<file path="config.mk">
export PLATFORM = sky130hd
export DESIGN_NAME = bounded_random_bigint_gen
export DESIGN_NICKNAME = d
export VERILOG_FILES = /design/src/brbg_pkg.sv /design/src/brbg_ctrl.sv /design/src/brbg_dp.sv /design/src/bounded_random_bigint_gen.sv
export VERILOG_INCLUDE_DIRS = /design/src /design/src/src
export SDC_FILE = /design/constraint.sdc
export NUM_CORES = 2
export LEC_CHECK = 0
export CAP_MARGIN = 10
export CORE_ASPECT_RATIO = 1.5
export CORE_UTILIZATION = 30
export DETAILED_ROUTE_END_ITERATION = 10
export DONT_BUFFER_PORTS = 1
export GPL_ROUTABILITY_DRIVEN = 0
export PLACE_DENSITY = 0.45
export SYNTH_ARGS = -nofsm -noshare
export SYNTH_HDL_FRONTEND = slang
export SYNTH_SLANG_ARGS = --single-unit
</file>
<file path="constraint.sdc">
create_clock -name clk -period 23.7 [get_ports clk]
set_input_delay 1.185 -clock clk [delete_from_list [all_inputs] [get_ports clk]]
set_output_delay 1.185 -clock clk [all_outputs]
set_load 0.01 [all_outputs]
</file>
<file path="src/bounded_random_bigint_gen_defines.svh">
// Assertion macros shared by the bounded random number generator sources.
`ifndef BOUNDED_RANDOM_BIGINT_GEN_DEFINES_SVH
`define BOUNDED_RANDOM_BIGINT_GEN_DEFINES_SVH
`ifndef NO_ASSERTIONS
// Same-cycle implication, sampled on clk, off while arst_n is low.
`define BRBG_ASSERT_IMPLY(lbl, ante, cons, msg) \
	lbl: assert property (@(posedge clk) disable iff (!arst_n) (ante) |-> (cons)) \
		else $error(msg);
// Next-cycle implication, sampled on clk, off while arst_n is low.
`define BRBG_ASSERT_NEXT(lbl, ante, cons, msg) \
	lbl: assert property (@(posedge clk) disable iff (!arst_n) (ante) |=> (cons)) \
		else $error(msg);
`else
`define BRBG_ASSERT_IMPLY(lbl, ante, cons, msg)
`define BRBG_ASSERT_NEXT(lbl, ante, cons, msg)
`endif
`endif

</file>
<file path="src/brbg_pkg.sv">
// Shared types, constants and helper functions of the bounded random number generator.
package brbg_pkg;

	localparam int WORD_W        = 64;
	localparam int NUM_WORDS     = 4;
	localparam int WIDX_W        = $clog2(NUM_WORDS);
	localparam int POS_W         = 2;
	localparam int CNT_W         = 3;
	localparam int ADDR_W        = 6;
	localparam int BYTE_SH       = 3;
	localparam int MAX_LIMBS_DEF = 4;

	localparam int ROT_OUT   = 23;
	localparam int ROT_STATE = 45;
	localparam int SHIFT_B   = 17;

	typedef logic [WORD_W-1:0] word_t;

	localparam word_t SEED_RESET [NUM_WORDS] = '{64'd1, 64'd2, 64'd3, 64'd4};
	localparam word_t BOUND_RESET [NUM_WORDS] = '{64'd1, 64'd0, 64'd0, 64'd0};

	typedef enum logic [2:0] {
		REG_SEED_0,
		REG_SEED_1,
		REG_SEED_2,
		REG_SEED_3,
		REG_BOUND_0,
		REG_BOUND_1,
		REG_BOUND_2,
		REG_BOUND_3
	} reg_idx_t;

	typedef enum logic [1:0] {
		ST_IDLE,
		ST_DRAW_TOP,
		ST_DRAW_LOW,
		ST_EMIT
	} state_t;

	typedef struct packed {
		logic start;
		logic draw_top;
		logic draw_low;
		logic emit_next;
	} cmd_t;

	typedef struct packed {
		logic bound_nz;
		logic top_fit;
		logic top_lt;
		logic top_single;
		logic low_last;
		logic low_lt;
		logic emit_last;
	} sts_t;

	typedef struct packed {
		logic              en;
		logic [WIDX_W-1:0] idx;
		word_t             data;
	} seed_load_t;

	function automatic word_t rotl(word_t v, int unsigned amt);
		return (v << amt) | (v >> (WORD_W - amt));
	endfunction

	// Fill every bit below the leading one.
	function automatic word_t smear(word_t v);
		word_t r;
		r = v;
		for (int i = 0; i < $clog2(WORD_W); i++) begin
			r = r | (r >> (1 << i));
		end
		return r;
	endfunction

endpackage

</file>
<file path="src/brbg_ctrl.sv">
// Sequencer of the bounded random number generator: draw, retry and emit control.
`include "bounded_random_bigint_gen_defines.svh"

module brbg_ctrl (
	input  logic              clk,
	input  logic              arst_n,
	input  logic              draw_valid,
	input  logic              draw_request,
	output logic              draw_stall,
	output logic              limb_valid,
	input  logic              limb_stall,
	output brbg_pkg::cmd_t    cmd,
	input  brbg_pkg::sts_t    sts
);

	brbg_pkg::state_t state_q;
	brbg_pkg::state_t state_d;

	always_ff @(posedge clk or negedge arst_n) begin
		if (!arst_n) begin
			state_q <= brbg_pkg::ST_IDLE;
		end else begin
			state_q <= state_d;
		end
	end

	always_comb begin
		state_d    = state_q;
		cmd        = '0;
		draw_stall = 1'b1;
		limb_valid = 1'b0;
		case (state_q)
			brbg_pkg::ST_IDLE: begin
				draw_stall = 1'b0;
				if (draw_valid && draw_request && sts.bound_nz) begin
					cmd.start = 1'b1;
					state_d   = brbg_pkg::ST_DRAW_TOP;
				end
			end
			brbg_pkg::ST_DRAW_TOP: begin
				cmd.draw_top = 1'b1;
				if (sts.top_fit) begin
					if (!sts.top_single) begin
						state_d = brbg_pkg::ST_DRAW_LOW;
					end else if (sts.top_lt) begin
						state_d = brbg_pkg::ST_EMIT;
					end
				end
			end
			brbg_pkg::ST_DRAW_LOW: begin
				cmd.draw_low = 1'b1;
				if (sts.low_last) begin
					state_d = sts.low_lt ? brbg_pkg::ST_EMIT : brbg_pkg::ST_DRAW_TOP;
				end
			end
			brbg_pkg::ST_EMIT: begin
				limb_valid = 1'b1;
				if (!limb_stall) begin
					cmd.emit_next = 1'b1;
					if (sts.emit_last) begin
						state_d = brbg_pkg::ST_IDLE;
					end
				end
			end
			default: begin
				state_d = brbg_pkg::ST_IDLE;
			end
		endcase
	end

	`BRBG_ASSERT_NEXT(a_emit_done, state_q == brbg_pkg::ST_EMIT && !limb_stall && sts.emit_last, state_q == brbg_pkg::ST_IDLE, "emit did not return to idle after last limb")
	`BRBG_ASSERT_IMPLY(a_emit_entry, $rose(state_q == brbg_pkg::ST_EMIT), $past(state_q) == brbg_pkg::ST_DRAW_TOP || $past(state_q) == brbg_pkg::ST_DRAW_LOW, "emit entered without a finished draw")

endmodule

</file>
<file path="src/brbg_dp.sv">
// Datapath: xoshiro256++ generator, candidate limbs, bound compare and result fields.
`include "bounded_random_bigint_gen_defines.svh"

module brbg_dp #(
	parameter int MAX_LIMBS = brbg_pkg::MAX_LIMBS_DEF
) (
	input  logic                         clk,
	input  logic                         arst_n,
	input  brbg_pkg::seed_load_t         seed_load,
	input  brbg_pkg::word_t              bound [brbg_pkg::NUM_WORDS],
	input  brbg_pkg::cmd_t               cmd,
	output brbg_pkg::sts_t               sts,
	output logic [brbg_pkg::WORD_W-1:0]  limb_value,
	output logic [brbg_pkg::POS_W-1:0]   limb_position,
	output logic [brbg_pkg::CNT_W-1:0]   used_limbs,
	output logic                         last_limb
);

	localparam int IDX_W = (MAX_LIMBS > 1) ? $clog2(MAX_LIMBS) : 1;

	// Generator state and the sum g0 + g3, registered from the next state so that it matches g_q.
	brbg_pkg::word_t g_q   [brbg_pkg::NUM_WORDS];
	brbg_pkg::word_t g_n   [brbg_pkg::NUM_WORDS];
	brbg_pkg::word_t g_sel [brbg_pkg::NUM_WORDS];
	brbg_pkg::word_t sum_q;
	brbg_pkg::word_t word;
	brbg_pkg::word_t t_shift;
	brbg_pkg::word_t x2;
	brbg_pkg::word_t x3;

	logic [brbg_pkg::CNT_W-1:0] top_c;
	logic [brbg_pkg::CNT_W-1:0] top_q;
	logic [IDX_W-1:0]           top_idx_c;
	logic [IDX_W-1:0]           top_idx;
	brbg_pkg::word_t            hi_c;
	brbg_pkg::word_t            hi_q;
	brbg_pkg::word_t            mask_q;
	brbg_pkg::word_t            m;

	brbg_pkg::word_t  cand_q [MAX_LIMBS];
	logic             nz_q   [MAX_LIMBS];
	logic [IDX_W-1:0] cnt_q;
	logic [IDX_W-1:0] cnt_m1;
	logic             lt_q;
	logic             gt_q;
	brbg_pkg::word_t  b_low;
	logic             top_fit;
	logic             top_lt;
	logic             low_lt;
	logic             low_gt;
	logic             step;
	logic [brbg_pkg::CNT_W-1:0] used_c;

	assign step = cmd.draw_top | cmd.draw_low;

	always_comb begin
		t_shift = g_q[1] << brbg_pkg::SHIFT_B;
		x2      = g_q[2] ^ g_q[0];
		x3      = g_q[3] ^ g_q[1];
		g_n[1]  = g_q[1] ^ x2;
		g_n[0]  = g_q[0] ^ x3;
		g_n[2]  = x2 ^ t_shift;
		g_n[3]  = brbg_pkg::rotl(x3, brbg_pkg::ROT_STATE);
	end

	always_comb begin
		g_sel = g_q;
		if (seed_load.en) begin
			g_sel[seed_load.idx] = seed_load.data;
		end else if (step) begin
			g_sel = g_n;
		end
	end

	always_ff @(posedge clk or negedge arst_n) begin
		if (!arst_n) begin
			g_q   <= brbg_pkg::SEED_RESET;
			sum_q <= brbg_pkg::SEED_RESET[0] + brbg_pkg::SEED_RESET[3];
		end else begin
			g_q   <= g_sel;
			sum_q <= g_sel[0] + g_sel[3];
		end
	end

	assign word = brbg_pkg::rotl(sum_q, brbg_pkg::ROT_OUT) + g_q[0];

	// Limbs in use: highest nonzero bound limb plus one.
	always_comb begin
		top_c = '0;
		for (int i = 0; i < MAX_LIMBS; i++) begin
			if (bound[i] != '0) begin
				top_c = brbg_pkg::CNT_W'(i + 1);
			end
		end
	end

	assign top_idx_c = IDX_W'(top_c - brbg_pkg::CNT_W'(1));
	assign top_idx   = IDX_W'(top_q - brbg_pkg::CNT_W'(1));
	assign hi_c      = bound[top_idx_c];

	assign m       = word & mask_q;
	assign top_fit = (m <= hi_q);
	assign top_lt  = (m < hi_q);

	assign cnt_m1 = cnt_q - IDX_W'(1);
	assign b_low  = bound[cnt_m1];
	assign low_lt = lt_q | (~gt_q & (word < b_low));
	assign low_gt = gt_q | (~lt_q & (word > b_low));

	always_ff @(posedge clk or negedge arst_n) begin
		if (!arst_n) begin
			top_q <= '0;
			cnt_q <= '0;
			lt_q  <= 1'b0;
			gt_q  <= 1'b0;
			for (int i = 0; i < MAX_LIMBS; i++) begin
				nz_q[i] <= 1'b0;
			end
		end else begin
			if (cmd.start) begin
				top_q <= top_c;
			end
			if (cmd.draw_top && top_fit) begin
				nz_q[top_idx] <= (m != '0);
				cnt_q         <= top_idx;
				lt_q          <= top_lt;
				gt_q          <= 1'b0;
			end
			if (cmd.draw_low) begin
				nz_q[cnt_m1] <= (word != '0);
				cnt_q        <= cnt_m1;
				lt_q         <= low_lt;
				gt_q         <= low_gt;
			end
			if (cmd.emit_next) begin
				cnt_q <= cnt_q + IDX_W'(1);
			end
		end
	end

	always_ff @(posedge clk) begin
		if (cmd.start) begin
			hi_q   <= hi_c;
			mask_q <= brbg_pkg::smear(hi_c);
		end
		if (cmd.draw_top && top_fit) begin
			cand_q[top_idx] <= m;
		end
		if (cmd.draw_low) begin
			cand_q[cnt_m1] <= word;
		end
	end

	always_comb begin
		used_c = '0;
		for (int i = 0; i < MAX_LIMBS; i++) begin
			if (nz_q[i] && (brbg_pkg::CNT_W'(i) < top_q)) begin
				used_c = brbg_pkg::CNT_W'(i + 1);
			end
		end
	end

	always_comb begin
		sts            = '0;
		sts.bound_nz   = (top_c != '0);
		sts.top_fit    = top_fit;
		sts.top_lt     = top_lt;
		sts.top_single = (top_q == brbg_pkg::CNT_W'(1));
		sts.low_last   = (cnt_q == IDX_W'(1));
		sts.low_lt     = low_lt;
		sts.emit_last  = (cnt_q == top_idx);
	end

	assign limb_value    = cand_q[cnt_q];
	assign limb_position = brbg_pkg::POS_W'(cnt_q);
	assign used_limbs    = used_c;
	assign last_limb     = sts.emit_last;

	`BRBG_ASSERT_NEXT(a_top_limb_fits, cmd.draw_top && top_fit, cand_q[top_idx] <= hi_q, "stored top limb exceeds bound top limb")
	`BRBG_ASSERT_IMPLY(a_low_index_nonzero, cmd.draw_low, cnt_q != '0, "low limb draw with limb index at zero")

endmodule

</file>
<file path="src/bounded_random_bigint_gen.sv">
// Top level of the bounded random number generator: register file and unit wiring.
//
//  channel   handshake              payload
//  -------   ---------------------  ----------------------------------------------
//  draw      draw_valid/draw_stall  draw_request
//  limb      limb_valid/limb_stall  limb_value, limb_position, used_limbs, last_limb
//  config    APB psel/penable       paddr, pwdata, prdata (64-bit registers, 8*i)
//
// A request is accepted in the idle state, then drawing starts: each attempt
// takes one word per limb in use, the top limb is redrawn until it does not exceed the bound's
// top limb, and a whole attempt is redone when the candidate is not below the bound.
// Then one beat per limb in use goes out, low limb first. The single generator word per cycle
// sets the pace of drawing, which limb_stall does not hold; limb_stall can hold each beat.
// Reset clears the generator to seeds 1, 2, 3, 4 and the bound to 1; no clearing pass.
// A stalled limb beat holds its fields; draw_stall stays high until the last beat leaves.
// A request with draw_request low or an all-zero bound is taken and dropped.

module bounded_random_bigint_gen #(
	parameter int MAX_LIMBS = brbg_pkg::MAX_LIMBS_DEF
) (
	input  logic                          clk,
	input  logic                          arst_n,
	// configuration port
	input  logic                          psel,
	input  logic                          penable,
	input  logic                          pwrite,
	input  logic [brbg_pkg::ADDR_W-1:0]   paddr,
	input  logic [brbg_pkg::WORD_W-1:0]   pwdata,
	output logic [brbg_pkg::WORD_W-1:0]   prdata,
	output logic                          pready,
	// request channel
	input  logic                          draw_valid,
	output logic                          draw_stall,
	input  logic                          draw_request,
	// result channel
	output logic                          limb_valid,
	input  logic                          limb_stall,
	output logic [brbg_pkg::WORD_W-1:0]   limb_value,
	output logic [brbg_pkg::POS_W-1:0]    limb_position,
	output logic [brbg_pkg::CNT_W-1:0]    used_limbs,
	output logic                          last_limb
);

	brbg_pkg::word_t      seed_q  [brbg_pkg::NUM_WORDS];
	brbg_pkg::word_t      bound_q [brbg_pkg::NUM_WORDS];
	brbg_pkg::reg_idx_t   reg_sel;
	brbg_pkg::seed_load_t seed_load;
	brbg_pkg::cmd_t       cmd;
	brbg_pkg::sts_t       sts;
	logic                 wr_en;

	// The port never waits.
	assign pready  = 1'b1;
	assign wr_en   = psel & penable & pwrite & pready;
	assign reg_sel = brbg_pkg::reg_idx_t'(paddr[brbg_pkg::ADDR_W-1:brbg_pkg::BYTE_SH]);

	// Seed writes also load the matching generator word.
	always_comb begin
		seed_load      = '0;
		seed_load.data = pwdata;
		seed_load.idx  = paddr[brbg_pkg::BYTE_SH +: brbg_pkg::WIDX_W];
		case (reg_sel)
			brbg_pkg::REG_SEED_0,
			brbg_pkg::REG_SEED_1,
			brbg_pkg::REG_SEED_2,
			brbg_pkg::REG_SEED_3: begin
				seed_load.en = wr_en;
			end
			default: begin
				seed_load.en = 1'b0;
			end
		endcase
	end

	always_ff @(posedge clk or negedge arst_n) begin
		if (!arst_n) begin
			seed_q  <= brbg_pkg::SEED_RESET;
			bound_q <= brbg_pkg::BOUND_RESET;
		end else if (wr_en) begin
			case (reg_sel)
				brbg_pkg::REG_SEED_0:  seed_q[0]  <= pwdata;
				brbg_pkg::REG_SEED_1:  seed_q[1]  <= pwdata;
				brbg_pkg::REG_SEED_2:  seed_q[2]  <= pwdata;
				brbg_pkg::REG_SEED_3:  seed_q[3]  <= pwdata;
				brbg_pkg::REG_BOUND_0: bound_q[0] <= pwdata;
				brbg_pkg::REG_BOUND_1: bound_q[1] <= pwdata;
				brbg_pkg::REG_BOUND_2: bound_q[2] <= pwdata;
				brbg_pkg::REG_BOUND_3: bound_q[3] <= pwdata;
				default: begin
				end
			endcase
		end
	end

	// Read back the last written value.
	always_comb begin
		case (reg_sel)
			brbg_pkg::REG_SEED_0:  prdata = seed_q[0];
			brbg_pkg::REG_SEED_1:  prdata = seed_q[1];
			brbg_pkg::REG_SEED_2:  prdata = seed_q[2];
			brbg_pkg::REG_SEED_3:  prdata = seed_q[3];
			brbg_pkg::REG_BOUND_0: prdata = bound_q[0];
			brbg_pkg::REG_BOUND_1: prdata = bound_q[1];
			brbg_pkg::REG_BOUND_2: prdata = bound_q[2];
			brbg_pkg::REG_BOUND_3: prdata = bound_q[3];
			default:               prdata = '0;
		endcase
	end

	brbg_ctrl u_ctrl (
		.clk          (clk),
		.arst_n       (arst_n),
		.draw_valid   (draw_valid),
		.draw_request (draw_request),
		.draw_stall   (draw_stall),
		.limb_valid   (limb_valid),
		.limb_stall   (limb_stall),
		.cmd          (cmd),
		.sts          (sts)
	);

	brbg_dp #(
		.MAX_LIMBS (MAX_LIMBS)
	) u_dp (
		.clk           (clk),
		.arst_n        (arst_n),
		.seed_load     (seed_load),
		.bound         (bound_q),
		.cmd           (cmd),
		.sts           (sts),
		.limb_value    (limb_value),
		.limb_position (limb_position),
		.used_limbs    (used_limbs),
		.last_limb     (last_limb)
	);

endmodule
</file>
# Yosys cells after proc, flatten, opt, wreduce, memory -nomap -nowiden
# Memories as Yosys holds them, arrays and structs flattened.
# Index checks and enable logic that the tools add are counted.
# op_classes
bitwise	27
order_cmp	15
n_eq_ne	19
mux	60
addsub	6
reduce_logical	33
# op_table
operator	n
$mux W256	2
$pmux W64 S8	1
$mux W64	6
$reduce_bool A64 Y1	6
$xor A64 B64 Y64	5
$bmux W64 S2	2
$bwmux W256	1
$add A64 B64 Y64	2
$demux W64 S2	1
$lt A64 B64 Y1	2
$and A64 B64 Y64	1
$gt A64 B64 Y1	1
$le A64 B64 Y1	1
$or A64 B23 Y64	1
$or A64 B32 Y64	1
$or A64 B45 Y64	1
$or A64 B48 Y64	1
$or A64 B56 Y64	1
$or A64 B60 Y64	1
$or A64 B62 Y64	1
$or A64 B63 Y64	1
$reduce_or A64 Y1	1
$mux W2	16
$mux W1	22
32 further kinds	82
# word_totals
mem_count	1
register_bits	973
ram_bits	256
# memory_table
memory	depth	word_bits	read_ports	rd_clocked_by_memory_dff	wr	line	source
u_dp.cand_q	4	64	1	0	1	brbg_dp.sv:40	brbg_pkg::word_t cand_q [MAX_LIMBS];

# Longest topological paths before layout
# depth
ltp_word	16
ltp_mapped	28
ltp_nobuf	27

# Hierarchy
# Synthesis repeated with hierarchy kept, for this count alone.
# unflattened
hier_cells	6660
area_unflattened_um2	72378.2
# by_module_without_submodules
module	cells_per_inst	instances	area_per_inst_um2
brbg_dp	4898	1	48685.4
bounded_random_bigint_gen	1743	1	23535.1
brbg_ctrl	19	1	157.7

# Least setup slack after synthesis
# No wires, ideal clock.
# synth_path
path_kind	register -> register
from	reg u_dp.g_q[200] (netlist bit)
to	mem u_dp.cand_q[0][0] (netlist bit), enable pin
t_arrival_ns	10.280
synth_period_minus_slack_ns	10.854
path_stages_with_launch	25
setup_slack_ns	12.846
setup_ns	0.574
n_path_buf	1
cell_sequence	dfrtp_1 ha_1 clkbuf_2 nand2_1 o31ai_1 o21ai_1 a21o_1 o21a_1 a31o_2 o41a_1 o21ai_0 o221ai_1 xnor2_1 and2_1 ha_1 nand4_1 nor4_1 nand4_1 or3_1 nor4_1 inv_1 or3_1 a21oi_1 nand2_1 o21ai_0
# synth_via
elab_chain_len	7
# synth_rtl
element	line	source
from (decl)	brbg_dp.sv:22	brbg_pkg::word_t g_q [brbg_pkg::NUM_WORDS];
from (signal assigned)	brbg_dp.sv:77	g_q <= brbg_pkg::SEED_RESET;
from (signal assigned)	brbg_dp.sv:80	g_q <= g_sel;
$add A64 B64 Y64	brbg_dp.sv:85	assign word = brbg_pkg::rotl(sum_q, brbg_pkg::ROT_OUT) + g_q[0];
$and A64 B64 Y64	brbg_dp.sv:101	assign m = word & mask_q;
$le A64 B64 Y1	brbg_dp.sv:102	assign top_fit = (m <= hi_q);
$logic_and A1 B1 Y1	brbg_dp.sv:146	if (cmd.draw_top && top_fit) begin
$mux W1	brbg_dp.sv:146	
$mux W1 (not written as such)	brbg_dp.sv:147	cand_q[top_idx] <= m;
$mux W1 (no source line)	--	
to (decl)	brbg_dp.sv:40	
# No other way between the ends.

# Final worst setup path
# layout_path
from	reg u_dp.g_q[200] (netlist bit)
to	mem u_dp.cand_q[1][9] (netlist bit), enable pin
# Same word-level chain as after synthesis.

==> impl_metrics.env <==
export IMPL_start_kind="flop"
export IMPL_start_util_pct=30.3
export IMPL_drv_slew=0
export IMPL_die_h_um=588
export IMPL_final_cell_mix="nand2_1, dfrtp_1, o21ai_0"
export IMPL_synth_edff_count=383
export IMPL_crit_required_ps=24110
export IMPL_syn_nets=6928
export IMPL_synthArstFlopShare_pct=68.8
export IMPL_hold_buffers=0
export IMPL_synth_top_area_cell="dfrtp_1"
export IMPL_syn_avg_cell_area_um2=10.4
export IMPL_rr_startpoint="u_dp.g_q[200]"
export IMPL_ant_nets=0
export IMPL_yosysTopAreaCellShare_pct=30.3
export IMPL_cts_buffers=140
export IMPL_clock_sinks=1228
export IMPL_drtIter0Drc=5653
export IMPL_via_per_inst=5.65
export IMPL_netlist_instances=6582
export IMPL_routed_wl_um=323000
export IMPL_path_clk_slew_ps=70
export IMPL_fin_setup_tns_ps=0
export IMPL_timing_fmax_mhz=98.1
export IMPL_maxCapViolations=0
export IMPL_antenna_found_initial=47
export IMPL_slew_headroom_pct=2.27
export IMPL_critPathBufInv=3
export IMPL_cts_max_path_buffers=4
export IMPL_synthFlopType="dfrtp_1"
export IMPL_die_width_um=393
export IMPL_grt_use_total_pct=27.6
export IMPL_route_detailed_drc=0
export IMPL_yosysWarnings=0
export IMPL_io_buffers=0
export IMPL_clock_latency_ps=830
export IMPL_dr_pass1_iters=6
export IMPL_grt_max_degree=221
export IMPL_postCtsSetupBuffers=0
export IMPL_setup_slack_ps=13500
export IMPL_root_buffer="clkbuf_16"
export IMPL_grt_pass1_vias=53600
export IMPL_final_net_count=6864
export IMPL_ys_top_cells_by_area="dfrtp_1, edfxtp_1, nand2_1, mux4_2, ha_1"
export IMPL_ys_seq_elements=1228
export IMPL_wl_per_cell_um=33.2
export IMPL_min_period_over_period_pct=43.0
export IMPL_dp_slack_ps=13540
export IMPL_layout_commonest_cell="nand2_1"
export IMPL_critPathKind="reg -> reg"
export IMPL_hold_viol_final=0
export IMPL_dpl_hpwl_um=241000
export IMPL_min_path_type="in -> async"
export IMPL_cts_resized=0
export IMPL_arrival_ps=10610
export IMPL_area_growth_pct=12.8
export IMPL_rsz0062_at_grt="no"
export IMPL_cts_tree="yes"
export IMPL_tightest_slew_ps=1470
export IMPL_period_minus_slack_ps=10200
export IMPL_crit_family="compound AO/OA/AOI/OAI gates"
export IMPL_syn_area_um2=68700
export IMPL_slowest_stage="a211oi_1"
export IMPL_rows=214
export IMPL_grt_pass1_wl_um=444000
export IMPL_coreArea_um2=227000
export IMPL_status="complete, no violations"
export IMPL_clock_skew_ps=56.5
export IMPL_seq_area_frac_synth_pct=47.5
export IMPL_synth_cell_types=95
export IMPL_finalSetupViolations=0
export IMPL_ioPinCount=215
export IMPL_cts_htree_levels=4
export IMPL_drive_above_1_share_pct=13.6
export IMPL_gr_total_overflow=0
export IMPL_design_die_area_um2=231000
export IMPL_num_vias=55100
export IMPL_crit_path_start="u_dp.g_q[200]"
export IMPL_num_fill_cells=23200
export IMPL_path_max_fanout=64
export IMPL_max_stage_delay_ps=1020
export IMPL_critical_path_endpoint_type="flop"
export IMPL_path_cells="ha_1 > nand2_1 > o31ai_1 > o21ai_1 > a211oi_1 > o21ai_0 > o211ai_1 > a211oi_1 > a311oi_1 > buf_4 > and2_1 > ha_1 > nand4_1 > nor4_1 > nand4_1 > or3_1 > nor4_1 > inv_1 > or3_1 > a21oi_1 > nand2_1 > o21ai_4 > buf_4"
[kinds of logic after synthesis]
group / count (synthesis) / share of synthesized area (%)
AND/OR/NAND/NOR: 1996 / 13.1
AO/OA/AOI/OAI: 1573 / 15.0
flip-flops: 1228 / 47.5
buffers and inverters: 617 / 3.49
multiplexers: 564 / 11.7
XOR/XNOR: 335 / 4.27
adder cells (fa/ha/maj): 268 / 4.90
other: 1 / 0.00546
[area by class of cell]
type	count	area, µm²	share of cell area (%)
multi-input combinational	4737	34000	43.8
sequential	1228	32700	42.1
clock buffer	198	4070	5.25
tap	3024	3780	4.88
timing repair buffer	159	1340	1.73
inverter	252	948	1.22
clock inverter	37	454	0.586
antenna	118	295	0.381
[registers in the layout, indices dropped and copies added (netlist names)]
register            cells
seed_q                256
u_dp.top_q              3
u_dp.lt_q               1
u_dp.nz_q               4
u_dp.sum_q             64
u_ctrl.state_q          2
u_dp.limb_position      2
bound_q               256
u_dp.g_q              256
u_dp.mask_q            64
u_dp.gt_q               1
u_dp.hi_q              63
u_dp.cand_q           256
[synth_stat cells, types with 100 or more instances]
cell type  instances
a211oi_1         100
a21o_1           113
a21oi_1          387
and2_1           128
clkbuf_1         287
dfrtp_1          832
edfxtp_1         383
ha_1             266
inv_1            250
mux2_2           259
mux2i_1          141
mux4_2           164
nand2_1         1100
nor2_1           315
o21ai_0          398
xnor2_1          175
xor2_1           160
[layer usage]
layer	track usage, %	vias up	wire (µm)
li1	-	23900	-
met1	32.5	28000	122000
met2	42.6	2418	145000
met3	5.84	671	24100
met4	23.5	14	32400
met5	0	-	90
[path summary, 6_finish.rpt]
kind	to	slack, ps	cells after the start
max reg2reg	u_dp.cand_q[1][9]	13500	23
min	seed_q[230]	60	0
min in group clk	seed_q[64]	470	2
max in group asynchronous	bound_q[8]	21050	3
min reg2reg	seed_q[64]	470	2
max	u_dp.cand_q[1][9]	13500	23
[per-stage QoR]
step | instances | hold slack [ps] | instance area (µm²) | utilization (%)
after floorplan | 6582 | 439 | 68700 | -
after global placement | 9393 | 452 | 72600 | 32.0
after detailed placement | 9393 | 454 | 72600 | 32.0
after CTS | 9628 | 20.0 | 77200 | 34.0
after global routing | 9728 | 42.6 | 77500 | 34.1
final | 9753 | 55.8 | 77500 | 34.2
[worst register-to-register path: stages, from the launching register on]
cell	delay, ps
dfrtp_1	520
ha_1	490
nand2_1	80
o31ai_1	490
o21ai_1	300
a211oi_1	1020
o21ai_0	480
o211ai_1	360
a211oi_1	110
a311oi_1	730
buf_4	300
and2_1	140
ha_1	120
nand4_1	120
nor4_1	630
nand4_1	400
or3_1	510
nor4_1	200
inv_1	170
or3_1	540
a21oi_1	680
nand2_1	330
o21ai_4	200
buf_4	810
Power is left out: the tool's default activity adds up to more than one toggle a clock period on the data nets, which glitch-free logic cannot reach.
